==> src/design/rpbc_ram.sv <==
`timescale 1ns / 1ps
module rpbc_ram #(
  parameter int WIDTH = 8,
  parameter int DEPTH = 16,
  localparam int AW = (DEPTH > 1) ? $clog2(DEPTH) : 1
) (
  input  logic             clk,
  input  logic             wr_en,
  input  logic [AW-1:0]    wr_addr,
  input  logic [WIDTH-1:0] wr_data,
  input  logic             rd_en,
  input  logic [AW-1:0]    rd_addr,
  output logic [WIDTH-1:0] rd_data
);

  logic [WIDTH-1:0] mem_r [DEPTH];
  logic [WIDTH-1:0] rd_data_r;

  always_ff @(posedge clk) begin
    if (wr_en) begin
      mem_r[wr_addr] <= wr_data;
    end
    if (rd_en) begin
      rd_data_r <= mem_r[rd_addr];
    end
  end

  assign rd_data = rd_data_r;

endmodule

==> config.mk <==
export PLATFORM = sky130hd
export DESIGN_NAME = rpbc_ram
export DESIGN_NICKNAME = d
export VERILOG_FILES = /design/src/design/rpbc_ram.sv
export SDC_FILE = /design/constraint.sdc
export NUM_CORES = 1
export LEC_CHECK = 0
export BUFFER_PORTS_ARGS = -buffer_cell sky130_fd_sc_hd__buf_4
export CAP_MARGIN = 20
export CORE_MARGIN = 8
export CORE_UTILIZATION = 68
export CTS_BUF_LIST = sky130_fd_sc_hd__clkbuf_8
export DETAILED_ROUTE_END_ITERATION = 10
export PLACE_DENSITY = 0.88
export SLEW_MARGIN = 10
export SYNTH_ARGS = -nofsm -noshare
export SYNTH_HDL_FRONTEND = slang
export SYNTH_SLANG_ARGS = --single-unit
==> constraint.sdc <==
create_clock -name clk -period 2.8 [get_ports clk]
set_input_delay 0.56 -clock clk [delete_from_list [all_inputs] [get_ports clk]]
set_output_delay 0.56 -clock clk [all_outputs]
set_load 0.01 [all_outputs]
==> run summary, run 1 <==
The final HPWL from detailed placement is 6340 um. The worst clock skew came out at roughly 0.0081 ns. The worst setup path is of the input pin to flip-flop kind. The required time reported for the critical path endpoint is 2.96 ns. In this run the most used layer during global routing was met2. In the finished design, the share of the clock period the worst path needs comes to 0.665. The maximum fanout count along the critical path is 18. The global routing usage summed across all routing layers came out at 0.195. In the synthesized netlist, the cells that appear most often are sky130_fd_sc_hd__edfxtp_1, sky130_fd_sc_hd__mux4_2, sky130_fd_sc_hd__a22oi_1, sky130_fd_sc_hd__mux4_1, sky130_fd_sc_hd__nor2_1. The wire length after detailed routing is between 9000 and 10,000 um. STA classifies the critical path startpoint as an input pin.

The number of flops mapped to enable cells by yosys came out at 136. The net total in the final layout is 295. In this run the number of H-tree levels came out at 4. Among all cell types in the netlist, the one instantiated most often is sky130_fd_sc_hd__edfxtp_1. The first global-routing pass estimated 15,100 um of wire. The number of antenna diodes in the final layout is 0. The class of the tightest hold or removal check is input pin to flip-flop. After the first detailed-routing iteration, the DRC count stood at a little under 200.

The setup fix buffers added after clock tree synthesis came out at 0. Counting instances, the worst hold path has a depth of 1. The mean area per synthesized cell is 22.8 um2. The number of antenna violations at the first check in global routing was 0.

The layout overhead on the synthesized area came out at 14.9%. The final global-route overflow total came out at 0. After technology mapping, the gate count stands at 229. The worst path arrival time came out at ~2 ns. In the final timing run, aggregate negative setup slack is 0 ns. The tool flagged a number of max-cap violations equal to 0. The number of placed instances with taps included came out at between 300 and 400. The count of buffers from port buffering is 26.

Static timing analysis puts the maximum clock frequency at 537 MHz. The async set-reset flop share out of synthesis is 0. In the routed layout, each cell is associated on average with a via count of 6.36. The number of synthesis warnings came out at 0. The clock sink count came out at 136. The number of standard-cell rows in the floorplan is 32. The TritonCTS clock tree is done. The number of synthesized register bits is between 100 and 150. The routed design could run at a clock period as short as 1.86 ns.

The floorplan step defined a core boundary enclosing 7610 um2. The most used flip-flop cell after synthesis is sky130_fd_sc_hd__edfxtp_1. The total die area is 10,700 um2. The wire length per cell came out at approximately 26 um. The run finished with clean final reports.

The share of the Yosys chip area taken by registers is 0.781. The number of global-route vias before repair came out at 2,615. The number of nets in the synthesized netlist is approximately 250.

The count of pins over their slew limit came out at 0. The worst hold margin is 0.449 ns. The DRC violation count after routing came out at 0. The global-route met3 utilization came out at 0.0595.

The largest total area in the synthesized netlist belongs to sky130_fd_sc_hd__edfxtp_1. The worst-case vdd ir drop came out at about 0.00043 V. The hold buffer count at cts came out at 0. The worst-case headroom to the max-slew limit is 0.418. Entering global routing, the biggest net connects 33 pins. The overall power consumption is 4270 uW. The die extent in x came out at slightly above 100 um. The root buffer cell chosen for the clock tree is sky130_fd_sc_hd__clkbuf_8. Timing analysis after detailed placement gives a worst setup slack of about 0.52 ns. Setup repair after global routing left no endpoint under its margin. The met1 routing resource usage after global routing is 0.242. The cell area after synthesis came out at between 5000 and 6000 um2. The share of cells above drive strength 1 is 0.299. In this run the static leakage power is 0.00202 uW. The detail route stage leaves a number of antenna-violating nets equal to 0. The clock network latency to the later pin of the worst-skew pair came out at approximately 0.42 ns.

The worst setup path is captured at a flip-flop. Buffers inserted during clock tree synthesis total 17. The total setup violations reported at the end of the flow is 0. In the post-synthesis netlist, the biggest area contributors are sky130_fd_sc_hd__edfxtp_1, sky130_fd_sc_hd__mux4_2, sky130_fd_sc_hd__mux4_1, sky130_fd_sc_hd__a22oi_1, sky130_fd_sc_hd__nor2_1.

The clock-pin slew reported for the worst setup and hold paths after clock tree synthesis is 0.07 ns. The number of buffers on the longest clock path came out at 2. The met2 track demand over resource came out at 0.311. The number of failing hold endpoints at the final stage came out at 0.

The post-cts repair resize count came out at 0. The count of cells in the finished layout, fillers not included, comes to just under 400. The number of distinct standard cells referenced by the synthesized netlist came out at 18. The starting utilization of the core area came out at 0.687. The transition time of the tightest slew-check pin is 0.870 ns. For flop-to-flop paths, the worst setup slack is 1.32 ns.

The count of vias placed by the detailed router came out at 2,482. The number of top-level pins is 27. The area share of the largest cell type after synthesis came out at 0.781. The cell depth of the worst flop-to-flop path came out at 3.

The routability congestion estimate came out at about 0.74. Measured along the y axis, the die boundary spans between 100 and 150 um. In this run the power density over the cells is 710 nW/um2.

The post-layout worst setup margin came out at between 0.9 and 1 ns. The number of iterations in the first detailed-routing pass is 5.
-- sequential cells by signal, summed over array words and instances (netlist names) --
| register | cells |
|---|---|
| rd_data | 8 |
| mem_r | 128 |
-- worst max-delay path: stages --
cell and delay, ns:
sky130_fd_sc_hd__buf_4 0.31, sky130_fd_sc_hd__buf_12 0.23, sky130_fd_sc_hd__mux4_1 0.60, sky130_fd_sc_hd__a22oi_1 0.22
sky130_fd_sc_hd__nand2_1 0.09
-- final cells by class --
cell class	instances	area (um2)
clock buffer	17	234
timing repair buffer	38	298
clock inverter	14	208
fill	375	1600
multi-input combinational	83	1060
tap	102	128
sequential	136	4080
-- placed cells by master (no fill, tap or decap), drive strengths merged, types with 4 or more instances in the layout --
master / count
buf: 38
bufinv: 5
edfxtp: 136
a22oi: 16
nor3: 4
mux4: 32
clkbuf: 17
clkinv: 5
nor2: 13
nand2: 9
-- worst paths after layout --
kind	start	endpoint
max	rd_addr[0]	rd_data[0]
max reg2reg	mem_r[0][1]	rd_data[1]
min reg2reg	mem_r[4][3]	rd_data[3]
min	wr_data[7]	mem_r[12][7]
-- metrics by stage --
step / utilization / area, um2
after floorplan: - / 5230
after global placement: 0.732 / 5570
after detailed placement: 0.732 / 5570
after CTS: 0.790 / 6010
after global routing: 0.790 / 6010
final: 0.790 / 6010
-- logic make-up (layout without fill, tap and decap cells) --
family                 count (synthesis)  count (layout)  share of synthesized area
and+or+nand+nor                       35              35                     0.0314
DFF                                  136             136                      0.781
AOI/OAI and AO/OA                     16              16                     0.0230
buffers and inverters                 10              69                     0.0165
muxes                                 32              32                      0.148
-- routing by layer --
layer  vias to the layer above  routed length (um)
met5                         -                   0
met4                         0                 206
met3                        14                 804
met2                       138                5080
met1                      1256                3910
li1                       1074                   -
-- where the power goes --
part	internal, uW	switching (uW)
sequential	2290	15.1
clock	1050	699
combinational	97.3	117
Note: power is estimated with default switching activity, not from simulation.
==> inputs of run 2 (changes only) <==
ABC_AREA = 1   (was unset)
CORE_UTILIZATION = 57   (was 68)
PLACE_DENSITY = 0.79   (was 0.88)
clock period = 1.6 ns   (was 2.8 ns; I/O delays follow)
==> run 2 against run 1 <==
  * Critical path type is now flip-flop to output port
  * First-iteration DRC count up 120%
  * Highest routed layer unchanged
  * Global-route usage about the same
  * Sequential power up 74%
  * Synthesized area up 12%
  * Sequential share of layout area down 6.7 points
  * Clock power up 58%
  * Non-clock buffer count up 11
  * Total power up 72%
==> run summary, run 2 <==
The wire length after detailed routing is 12,300 um (+23%). The number of synthesized register bits is 136 (unchanged). The number of distinct standard cells referenced by the synthesized netlist was 11 (-7). The number of failing hold endpoints at the final stage was 0 (unchanged). The top cell types in the final layout, fill and taps aside, are sky130_fd_sc_hd__nand2_1, sky130_fd_sc_hd__edfxtp_1, sky130_fd_sc_hd__inv_1. The max-capacitance violation count came to 0 (unchanged). The total setup violations reported at the end of the flow came to 0 (unchanged). The die extent in x came out at 117 um (+13%). The largest total area in the synthesized netlist belongs to sky130_fd_sc_hd__edfxtp_1.

The share of cells above drive strength 1 came out at 0.132 (-0.167). The achievable clock frequency came out at 737 MHz. The slowest stage of the critical path belongs to the cell sky130_fd_sc_hd__edfxtp_1. In the post-synthesis netlist, the cell with the most instances is sky130_fd_sc_hd__nand2_1. The worst-case vdd ir drop came out at 0.000580 V (+36%).

The count of pins over their slew limit is 0 (unchanged). The final-layout setup total negative slack came out at 0 ns (unchanged). The number of global-route vias before repair is 3,876 (+48%).

The wire length of the first global-routing pass is 19,500 um (+29%). The placeable core area was 10,100 um2 (+33%). The starting utilization of the core area is 0.577 (-0.110). The worst clock skew is 0.00933 ns (+0.00118 ns).

The post-cts repair resize count is 0 (unchanged). The total number of H-tree levels came out at 4 (unchanged). The number of iterations in the first detailed-routing pass is 5 (unchanged). The antenna diode count is 0 (unchanged).

The net total in the final layout came to 614 (+110%). After synthesis, the cell types taking the most area are sky130_fd_sc_hd__edfxtp_1, sky130_fd_sc_hd__nand2_1, sky130_fd_sc_hd__nand3_1, sky130_fd_sc_hd__inv_1, sky130_fd_sc_hd__buf_6. TritonCTS built the clock tree. The flip-flop count of the largest register after layout is 128 (unchanged). The count of vias placed by the detailed router came out at 3,904 (+57%). The transition time of the tightest slew-check pin came out at 0.402 ns (-0.468 ns). The DRC violation count after routing is 0 (unchanged). The wire length per cell came out at 16.5 um (-36%). The worst path arrival time is 1.04 ns (-0.99 ns). The routability congestion estimate came out at 0.893 (+20%). The delay of the slowest critical-path stage came to 0.43 ns (-0.17 ns).

Traced cell by cell, the critical path runs through buf_4. The average via count per standard cell is 5.25 (-18%). The maximum fanout count along the critical path came out at 1 (-17). The final critical path time including I/O delays and setup is 1.36 ns. The final global-route overflow total came to 0 (unchanged). In the synthesized netlist, the cells that appear most often are sky130_fd_sc_hd__nand2_1, sky130_fd_sc_hd__edfxtp_1, sky130_fd_sc_hd__inv_1, sky130_fd_sc_hd__nand3_1, sky130_fd_sc_hd__nor2_1. Ranked by flip-flop count, first place goes to mem_r.

The clock network latency to the later pin of the worst-skew pair came to 0.44 ns (+0.02 ns). The buffer and inverter count on the worst path came out at 1 (-1). The die span in y is 117 um (+13%).

The combinational share of power is 0.070 (+0.020). For this run, the leading register cell type out of synthesis is sky130_fd_sc_hd__edfxtp_1. The layout overhead on the synthesized area came out at 14.0%. The worst-case headroom to the max-slew limit came out at 0.732 (+0.314). The sequential share of power came out at 0.551 (+0.010). The cell area after synthesis came out at 5850 um2 (+12%). The number of violations reported at the end of detailed-routing iteration 0 is 433 (+120%). The largest net degree at the start of global routing is 65 (+97%). The final HPWL from detailed placement came out at 7760 um (+22%). STA classifies the critical path endpoint as an output port. The count of mapped cells out of synthesis is 551 (+140%). The setup fix buffers added after clock tree synthesis is 0 (unchanged). Clock tree synthesis selected as its root buffer the cell sky130_fd_sc_hd__clkbuf_8. The async set-reset flop share out of synthesis came out at 0 (unchanged). The net load switching power is 1630 uW (+96%). The count of buffers from port buffering is 26 (unchanged). The class of the tightest hold or removal check is input pin to flip-flop.

Among cell families on the critical path, the largest total delay comes from flip-flops. The clock sink count is 136 (unchanged). The global routing usage summed across all routing layers is 0.195 (about the same). The area share of the largest cell type after synthesis came out at 0.698 (-0.0828). The final design utilization came out at 0.657 (-0.133).

The total die area came out at 13,800 um2 (+28%). The minimum setup slack after placement is 0.0286 ns (-0.496 ns). The cell internal power dissipation is 5700 uW (+66%). The number of routed nets with antenna violations is 0 (unchanged). The fill cell instance count of the final layout is 750 (+100%).

The number of buffers on the longest clock path came out at 2 (unchanged). The portion of total power attributed to the clock network came out at 0.379 (-0.030). In the finished design, the share of the clock period the worst path needs comes to 0.848. The number of synthesis warnings was 0 (unchanged).

The startpoint-to-endpoint class of the critical path is flip-flop to output port. The number of top-level pins was 27 (unchanged). The post-synthesis net count came out at 570 (+130%). The leakage power came out at 0.00289 uW (+43%).

The power density over the cells came out at 1100 nW/um2 (+55%). The kind of launch point of the worst setup path is a flip-flop. The mean area per synthesized cell was 10.6 um2 (-54%). Setup repair after global routing left no endpoint under its margin.

The hold buffer count at cts is 0 (unchanged). The required time reported for the critical path endpoint came out at 1.28 ns (-1.68 ns). The number of antenna violations at the first check in global routing is 0 (unchanged). The post-layout worst setup margin is 0.243 ns (-0.694 ns).

The clock-pin slew reported for the worst setup and hold paths after clock tree synthesis is 0.08 ns (about the same). The flow ran to the end, and the final reports show no timing, DRC or antenna violations. The number of buffers added by the clock tree synthesis step came out at 17 (unchanged).

The switching part of the total power is 0.222 (+0.0273). The number of flops mapped to enable cells by yosys came out at 136 (unchanged). The post-synthesis sequential area ratio is 0.698 (-0.0828).

The number of standard-cell rows in the floorplan is 37 (+16%). Leaving out fill and tap cells, the most frequent cell in the layout is sky130_fd_sc_hd__nand2_1.
[run 2: final timing paths]
path	end	depth (start not counted)	from	slack, ns
max	rd_data[6]	1	rd_data[6]	0.24
min	rd_data[4]	1	rd_en	0.18
max reg2reg	rd_data[0]	6	mem_r[4][0]	0.44
min reg2reg	rd_data[2]	6	mem_r[12][2]	0.76
[run 2: cells by family (layout without fill, tap and decap cells)]
logic type             after synthesis  after routing  synth area share
buffers and inverters              126            183            0.0939
flip-flops                         136            136             0.698
AND/OR/NAND/NOR                    289            289             0.208
[run 2: final cells by class]
| cell class | instances | area (um2) | share of cell area |
|---|---|---|---|
| clock buffer | 17 | 234 | 0.0351 |
| clock inverter | 15 | 161 | 0.0242 |
| inverter | 102 | 383 | 0.0575 |
| multi-input combinational | 289 | 1210 | 0.182 |
| sequential | 136 | 4080 | 0.613 |
| tap | 136 | 170 | 0.0255 |
| timing repair buffer | 49 | 418 | 0.0627 |
[run 2: power groups by stage]
stage | clock network, uW | registers [uW] | logic, uW
after CTS | 2820 | 4030 | 515
after global placement | 0 | 4110 | 498
after detailed placement | 0 | 4110 | 512
after floorplan | 0 | 4110 | 281
final | 2770 | 4030 | 515
after global routing | 2970 | 4040 | 568
[run 2: metrics by stage]
step / instances / instance area [um2] / hold WS (ns) / total power [uW]
finish: 744 / 6660 / 0.181 / 7320
floorplan: 551 / 5850 / 0.419 / 4400
global route: 744 / 6660 / 0.163 / 7580
global placement: 712 / 6270 / 0.624 / 4610
CTS: 744 / 6660 / 0.150 / 7370
detailed placement: 712 / 6270 / 0.624 / 4620
[run 2: layer usage]
layer	GRT usage	wire length, um	part of all wire	up-vias
met3	0.0431	886	0.072	38
met1	0.244	5140	0.42	1820
li1	-	-	-	1868
met5	0	0	0	-
met2	0.306	5800	0.47	178
met4	0.117	469	0.038	0
