--- src/design/rpbc_pkg.sv ---
`timescale 1ns / 1ps
package rpbc_pkg;

  localparam int ID_W   = 31;
  localparam int CRD_W  = 32;
  localparam int ANG_W  = 16;
  localparam int FRAC_W = 14;
  localparam int WORD_W = ID_W + 2 * CRD_W;
  localparam int DATA_W = ((WORD_W + 7) / 8) * 8;

  localparam logic REG_COS = 1'b0;
  localparam logic REG_SIN = 1'b1;

  typedef struct packed {
    logic signed [CRD_W-1:0] min_x;
    logic signed [CRD_W-1:0] max_x;
    logic signed [CRD_W-1:0] min_y;
    logic signed [CRD_W-1:0] max_y;
  } bbox_t;

  typedef struct packed {
    logic                    valid;
    logic                    last;
    logic                    ovf;
    logic signed [CRD_W-1:0] cx;
    logic signed [CRD_W-1:0] cy;
  } rot_ctl_t;

endpackage

--- src/design/rpbc_loader.sv ---
`timescale 1ns / 1ps
module rpbc_loader #(
  parameter int MAX_POINTS = 64,
  localparam int CNT_W = $clog2(MAX_POINTS + 1)
) (
  input  logic                             clk,
  input  logic                             rst_n,
  input  logic                             accept,
  input  logic signed [rpbc_pkg::CRD_W-1:0] x_coord,
  input  logic signed [rpbc_pkg::CRD_W-1:0] y_coord,
  input  logic                             clear,
  output rpbc_pkg::bbox_t                  box,
  output logic [CNT_W-1:0]                 count,
  output logic                             dropped,
  output logic                             full
);

  rpbc_pkg::bbox_t  box_r, box_nxt;
  logic [CNT_W-1:0] cnt_r, cnt_nxt;
  logic             drop_r, drop_nxt;

  assign full = (cnt_r == CNT_W'(MAX_POINTS));

  always_comb begin
    box_nxt  = box_r;
    cnt_nxt  = cnt_r;
    drop_nxt = drop_r;
    if (clear) begin
      box_nxt  = '0;
      cnt_nxt  = '0;
      drop_nxt = 1'b0;
    end else if (accept) begin
      if (full) begin
        drop_nxt = 1'b1;
      end else begin
        cnt_nxt = cnt_r + CNT_W'(1);
        if (cnt_r == '0) begin
          box_nxt.min_x = x_coord;
          box_nxt.max_x = x_coord;
          box_nxt.min_y = y_coord;
          box_nxt.max_y = y_coord;
        end else begin
          if (x_coord < box_r.min_x) box_nxt.min_x = x_coord;
          if (x_coord > box_r.max_x) box_nxt.max_x = x_coord;
          if (y_coord < box_r.min_y) box_nxt.min_y = y_coord;
          if (y_coord > box_r.max_y) box_nxt.max_y = y_coord;
        end
      end
    end
  end

  always_ff @(posedge clk) begin
    if (!rst_n) begin
      box_r  <= '0;
      cnt_r  <= '0;
      drop_r <= 1'b0;
    end else begin
      box_r  <= box_nxt;
      cnt_r  <= cnt_nxt;
      drop_r <= drop_nxt;
    end
  end

  assign box     = box_r;
  assign count   = cnt_r;
  assign dropped = drop_r;

endmodule

--- config.mk ---
export PLATFORM = sky130hd
export DESIGN_NAME = rpbc_loader
export DESIGN_NICKNAME = d
export VERILOG_FILES = /design/src/design/rpbc_pkg.sv /design/src/design/rpbc_loader.sv
export SDC_FILE = /design/constraint.sdc
export NUM_CORES = 1
export LEC_CHECK = 0
export BUFFER_PORTS_ARGS = -buffer_cell sky130_fd_sc_hd__buf_2
export CAP_MARGIN = 20
export CORE_AREA = 8 8 162 164
export DETAILED_ROUTE_END_ITERATION = 12
export DIE_AREA = 0 0 170 172
export PLACE_DENSITY_LB_ADDON = 0.25
export SYNTH_ARGS = -nofsm -noshare
export SYNTH_HDL_FRONTEND = slang
export SYNTH_SLANG_ARGS = --single-unit
--- constraint.sdc ---
create_clock -name clk -period 7.1 [get_ports clk]
set_clock_uncertainty 0.15 [all_clocks]
set_input_delay 0.355 -clock clk [delete_from_list [all_inputs] [get_ports clk]]
set_output_delay 0.355 -clock clk [all_outputs]
set_load 0.03 [all_outputs]
==> results of run 1 <==
flip-flops by register name (all words and copies together) (netlist names):
register	flops
box	128
count	7
dropped	1
cells by family (layout without fill, tap and decap cells):
logic type               after synthesis  count (layout)
multiplexers                          65              65
AND/OR/NAND/NOR                      317             317
flip-flops                           136             136
adder cells (fa/ha/maj)              128             128
buffers and inverters                170             371
other                                  0               1
AO/OA/AOI/OAI                        171             171
XOR/XNOR                               7               7
cell usage after synthesis, types with 3 or more instances:
| cell type | instances | area [um^2] |
|---|---|---|
| a211oi_1 | 4 | 30.0 |
| a21o_1 | 3 | 22.5 |
| a21oi_1 | 57 | 285 |
| and4_1 | 5 | 43.8 |
| buf_2 | 10 | 50.1 |
| buf_6 | 3 | 33.8 |
| clkbuf_1 | 24 | 90.1 |
| dfxtp_1 | 136 | 2720 |
| ha_1 | 128 | 1600 |
| inv_1 | 130 | 488 |
| mux2i_1 | 65 | 651 |
| nand2_1 | 162 | 608 |
| nand3_1 | 76 | 380 |
| nand4_1 | 25 | 156 |
| nor2_1 | 25 | 93.8 |
| nor2b_1 | 3 | 18.8 |
| nor3_1 | 4 | 20.0 |
| nor4_1 | 7 | 43.8 |
| o211ai_1 | 6 | 45.0 |
| o21ai_0 | 47 | 235 |
| o21ai_1 | 32 | 160 |
| xnor2_1 | 3 | 26.3 |
| xor2_1 | 4 | 35.0 |
layer usage:
metal / global-route usage / routed length [um]
met2: 0.274 / 11200
met4: 0.0366 / 140
met3: 0.0502 / 1490
met5: 0 / 36
met1: 0.186 / 10400
cell type report:
| type | instances | area share |
|---|---|---|
| clock inverter | 10 | 0.0144 |
| tap | 324 | 0.0403 |
| clock buffer | 21 | 0.0457 |
| sequential | 136 | 0.270 |
| antenna | 1 | 0.000249 |
| timing repair buffer | 210 | 0.106 |
| inverter | 130 | 0.0485 |
| multi-input combinational | 688 | 0.475 |
per-stage QoR:
step | setup slack, ns | util | total power, uW | hold slack [ns] | std cells
floorplan | 4.25 | - | 1130 | 0.346 | 994
detailed placement | 3.33 | 0.397 | 1270 | 0.306 | 1488
CTS | 3.40 | 0.423 | 2200 | 0.0548 | 1519
global placement | 3.31 | 0.397 | 1270 | 0.296 | 1488
global route | 3.31 | 0.423 | 2290 | 0.0736 | 1520
finish | 3.59 | 0.423 | 2170 | 0.0813 | 1520
worst max-delay path, stage by stage (launching register included):
cell and delay (ns):
dfxtp_1 0.36, inv_1 0.06, ha_1 0.30, nand4_1 0.17, nor4_1 0.54, a21bo_2 0.31
o211ai_1 0.14, a21oi_1 0.14, xor2_1 0.23, a21oi_4 0.30, buf_4 0.47, mux2i_1 0.24
cell usage in the layout, fill, tap and decap left out, drive strengths merged, types with 4 or more instances in the layout:
cell type / n
buf: 210
nand2: 162
dfxtp: 136
inv: 131
ha: 128
o21ai: 80
nand3: 76
mux2i: 65
a21oi: 58
nor2: 25
nand4: 25
clkbuf: 21
nor4: 8
o211ai: 6
nor3: 6
and4: 5
xor2: 4
a211oi: 4
clkinv: 4
worst max-delay path by stage:
stage,startpoint,end,slack (ns)
after floorplan,box[127]$_SDFFE_PP0P_,box[100]$_SDFFE_PP0P_,4.25
after global placement,x_coord[14],box[68]$_SDFFE_PP0P_,3.31
after detailed placement,x_coord[14],box[75]$_SDFFE_PP0P_,3.33
after CTS,box[78]$_SDFFE_PP0P_,box[75]$_SDFFE_PP0P_,3.40
after global routing,box[78]$_SDFFE_PP0P_,box[74]$_SDFFE_PP0P_,3.31
final,box[78]$_SDFFE_PP0P_,box[75]$_SDFFE_PP0P_,3.59
power by group:
group | switching (uW) | leakage (uW) | internal (uW) | total, uW
Combinational | 275 | 0.00303 | 149 | 424
Sequential | 26.6 | 0.00111 | 796 | 823
Clock | 355 | 0.000290 | 572 | 927
==> impl_metrics.json, run 1 <==
{
  "synthesis.area_um2": 8150,
  "cts.root.buffer_cell": "clkbuf_16",
  "worst-endpoint-required_ns": 7.29,
  "synth.yosys.seq_area_share": 0.334,
  "max_freq_mhz": 285,
  "fin_crit_ns": 3.51,
  "postSynth.asyncResetShare": 0,
  "initial_drt_pass_iterations": 5,
  "rows": 57,
  "multiInputGateArea_um2": 4780,
  "postRouteWirelength_um": 23300,
  "yosysWarnings": 0,
  "r2r_end": "box[75]$_SDFFE_PP0P_",
  "yosys.area_share.xor_xnor": 0.00752,
  "clk_path_buf_depth": 2,
  "fp.dieArea_um2": 29200,
  "initial_core_util": 0.342,
  "synthSimpleGateAreaFrac": 0.180,
  "cellLeakagePower_uw": 0.00443,
  "post_drt_wl_per_cell_um": 15.3,
  "io-pin-count": 205,
  "final_antenna_net_count": 0,
  "initial_antenna_violation_count": 4,
  "run_status": "complete, no violations",
  "hold_critical_path_depth": 3,
  "finalWeightedCongestion": 0.802,
  "final_nets": 1379,
  "dpl.hpwl_um": 18300,
  "tritoncts": "built",
  "cts_buffers": 17,
  "clock-sinks": 136,
  "final-max-slew-violation-count": 0,
  "cts_resized": 0,
  "globalRoute.totalOverflow": 0,
  "dominant_combinational_cell_family_by_area_after_synthesis": "adder cells",
  "groute.usage.overall": 0.158,
  "nFillCells": 2471,
  "synth_to_final_area_change_pct": 23.5,
  "drive_above_1_share": 0.209,
  "setup.reg_to_reg.worst_slack_ns": 3.59,
  "seqCellArea_um2": 2720,
  "post-route-period-util": 0.494,
  "syn_inst": 994,
  "hold_path_startpoint": "x_coord[28]",
  "synthesis.nets": 1190,
  "insertion_delay_ns": 0.41,
  "tns_ns": 0,
  "synth-compound-area-share": 0.119,
  "r2r_cells": 11,
  "synth.distinct_cells": 44,
  "post_dp_cell_area_um2": 9460,
  "vias_in_the_first_global_route": 7189,
  "drc_errors": 0,
  "clkSlewWorstSetupHoldPaths_ns": 0.06,
  "grt_first_pass_wirelength_um": 37000,
  "synth_enable_flop_cells": 0,
  "core_area_um2": 23800,
  "tightest_slew_ns": 0.987,
  "cts_htree_levels": 4,
  "synth_seq_cells": 136,
  "drv.max_cap_violation_count": 0,
  "grt_max_degree": 97,
  "startpoint_type": "register",
  "vias_per_cell": 4.81,
  "rsz0062_at_grt": "no",
  "dr.first_iter.drc_count": 287,
  "muxShareOfSynthArea": 0.0798,
  "post_synthesis_area_per_instance_um2": 8.20,
  "post_route_cell_area_um2": 10100,
  "via_count": 7305,
  "end_kind": "register",
  "crit_arrival_ns": 3.70,
  "synth_ff_type": "dfxtp_1",
  "final_hold_viol_count": 0,
  "hold_path_end": "box[124]$_SDFFE_PP0P_",
  "yosys.area_share.adder": 0.196,
  "placement.io_buffers": 204,
  "floorplan.die.height_um": 172,
  "timing.final.setup_violations": 0,
  "path_max_fanout": 24,
  "setup.worst_path.class": "reg2reg",
  "die_w_um": 170,
  "headroom_to_the_max_slew_limit": 0.342,
  "postCtsSetupRepairBufs": 0,
  "peakVddDrop_uv": 123,
  "powerDensity_nw_per_um2": 216,
  "r2r-start": "box[78]$_SDFFE_PP0P_",
  "holdBufCountCts": 0,
  "holdCritPathClass": "in2reg"
}
Power figures use the tool's default switching activity.
==> run 2: changes to the inputs <==
==> constraint.sdc (replaced) <==
create_clock -name clk -period 3 [get_ports clk]
set_clock_uncertainty 0.15 [all_clocks]
set_input_delay 0.15 -clock clk [delete_from_list [all_inputs] [get_ports clk]]
set_output_delay 0.15 -clock clk [all_outputs]
set_load 0.03 [all_outputs]
==> run 2 against run 1 <==
Against the previous run:
- final area is 8.9% higher
- via count up 5.0%
- routed wire length grew 3.3%
- count of clock-buffer cells in the layout down 2
- worst setup slack lost 3.5 ns
- sequential power is 140% higher
- critical path depth rose by 2
==> impl_metrics.json, run 2 (synthesized netlist as in run 1, its figures left out) <==
{
  "run_status": "complete, no violations",
  "final_common_cell": "buf_2",
  "dpl.hpwl_um": 18200,
  "drv.max_cap_violation_count": 0,
  "dp_cells": 1499,
  "diodes": 0,
  "clock-sinks": 136,
  "worstPathCellList": "dlygate4sd3_1, buf_2, ha_1, a21oi_2, nand2_1, a221o_1, a211o_1, and4b_1, nor3_4, buf_4, buf_12, nand3_1, o21ai_1",
  "initial_drt_pass_iterations": 4,
  "synth_to_final_area_change_pct": 34.5,
  "groute.usage.overall": 0.161,
  "multiInputGateArea_um2": 4820,
  "placement.io_buffers": 204,
  "postRouteWirelength_um": 24100,
  "clk_path_buf_depth": 2,
  "path_max_fanout": 23,
  "fp.dieArea_um2": 29200,
  "most-common-layout-cells": "buf_2, nand2_1, dfxtp_1, inv_1, ha_1",
  "tns_ns": 0,
  "setup.worst_path.class": "in2reg",
  "headroom_to_the_max_slew_limit": 0.276,
  "critPathMaxStageDelay_ns": 0.56,
  "clkSlewWorstSetupHoldPaths_ns": 0.06,
  "fin_crit_ns": 2.87,
  "timing.final.setup_violations": 0,
  "drive_above_1_share": 0.212,
  "cellLeakagePower_uw": 0.00482,
  "post-route-worst-setup-slack_ns": 0.126,
  "vias_per_cell": 4.79,
  "peakVddDrop_uv": 288,
  "vias_in_the_first_global_route": 7622,
  "critPathSlowestCell": "dlygate4sd3_1",
  "seqCellArea_um2": 2720,
  "final_hold_viol_count": 0,
  "die_w_um": 170,
  "place_ws_ns": 0.0413,
  "holdCritPathClass": "in2reg",
  "globalRoute.totalOverflow": 0,
  "powerDensity_nw_per_um2": 477,
  "final_antenna_net_count": 0,
  "rows": 57,
  "io-pin-count": 205,
  "final_nets": 1459,
  "largest_reg_flops": 128,
  "grt_first_pass_wirelength_um": 38300,
  "core_area_um2": 23800,
  "finalWeightedCongestion": 0.790,
  "worst-endpoint-required_ns": 3.20,
  "cts_buffers": 17,
  "grt_max_degree": 97,
  "post_dp_cell_area_um2": 9630,
  "crit_arrival_ns": 3.07,
  "cts_htree_levels": 4,
  "end_kind": "register",
  "dr.first_iter.drc_count": 405,
  "initial_core_util": 0.342,
  "cts.root.buffer_cell": "clkbuf_16",
  "tritoncts": "built",
  "cp_num_buf_inv": 4,
  "floorplan.die.height_um": 172,
  "startpoint_type": "input port",
  "max_freq_mhz": 348,
  "critical-path-top-delay-family": "buffers and inverters",
  "tightest_slew_ns": 1.08,
  "final-max-slew-violation-count": 0,
  "nFillCells": 2439,
  "post-route-period-util": 0.958,
  "drc_errors": 0,
  "final_hold_slack_ns": 0.0342,
  "via_count": 7668,
  "insertion_delay_ns": 0.42,
  "post_layout_nonfiller_instances": 1600,
  "post_route_cell_area_um2": 11000,
  "initial_antenna_violation_count": 0,
  "post_drt_wl_per_cell_um": 15.0
}
==> run 2: cell count changes in the layout (fill, tap and decap cells not counted), sizes merged <==
cell         change
buf             +14
bufinv           -1
clkbuf           -1
clkinvlp         +1
diode            -1
dlygate4sd3     +65
inv              +3
==> run 2: through the flow <==
| step | power (uW) | utilization |
|---|---|---|
| 3_3_place_gp | 3040 | 0.404 |
| 5_1_grt | 5500 | 0.460 |
| 4_1_cts | 5280 | 0.456 |
| 3_5_place_dp | 3050 | 0.404 |
| 6_report | 5230 | 0.460 |
| 2_1_floorplan | 2680 | - |
==> run 2: final cells by class <==
class                           count  area share
Tap cell                          324      0.0370
Multi-Input combinational cell    688       0.440
Sequential cell                   136       0.248
Timing Repair Buffer              290       0.177
Clock buffer                       19      0.0404
Clock inverter                     13      0.0132
Inverter                          130      0.0445
==> run 2: tightest hold or removal path: cells and delay by family <==
| family | cells | cell delay [ns] |
|---|---|---|
| buf+inv | 1 | 0.09 |
| simple gates | 2 | 0.32 |
==> run 2: final timing paths <==
| check | from | end | slack, ns | cells past startpoint |
|---|---|---|---|---|
| max | x_coord[30] | box[99]$_SDFFE_PP0P_ | 0.13 | 13 |
| min | rst_n | count[2]$_SDFFE_PP0P_ | 0.03 | 3 |
| max reg2reg | box[119]$_SDFFE_PP0P_ | box[99]$_SDFFE_PP0P_ | 0.14 | 12 |
| min reg2reg | dropped$_SDFFE_PP0P_ | dropped$_SDFFE_PP0P_ | 0.31 | 2 |
==> run 2: repair_timing <==
item                                    4_1_cts  5_1_grt
hold endpoints to repair                    129        0
hold buffers                                 65        0
setup buffers                                 0        3
resized for setup                             0        8
endpoints found under the setup margin        0       33
==> run 2: power by group <==
part	switching (uW)	internal [uW]	total [uW]	leakage (uW)
Combinational	688	457	1140	0.00343
Sequential	60.4	1880	1940	0.00111
Clock	880	1260	2140	0.000281
Total	1630	3600	5230	0.00482
==> run 2: layer usage <==
metal,global-route usage,share of wire
met3,0.0468,0.063
met1,0.189,0.44
met2,0.287,0.49
met4,0.0343,0.0066
met5,0,0
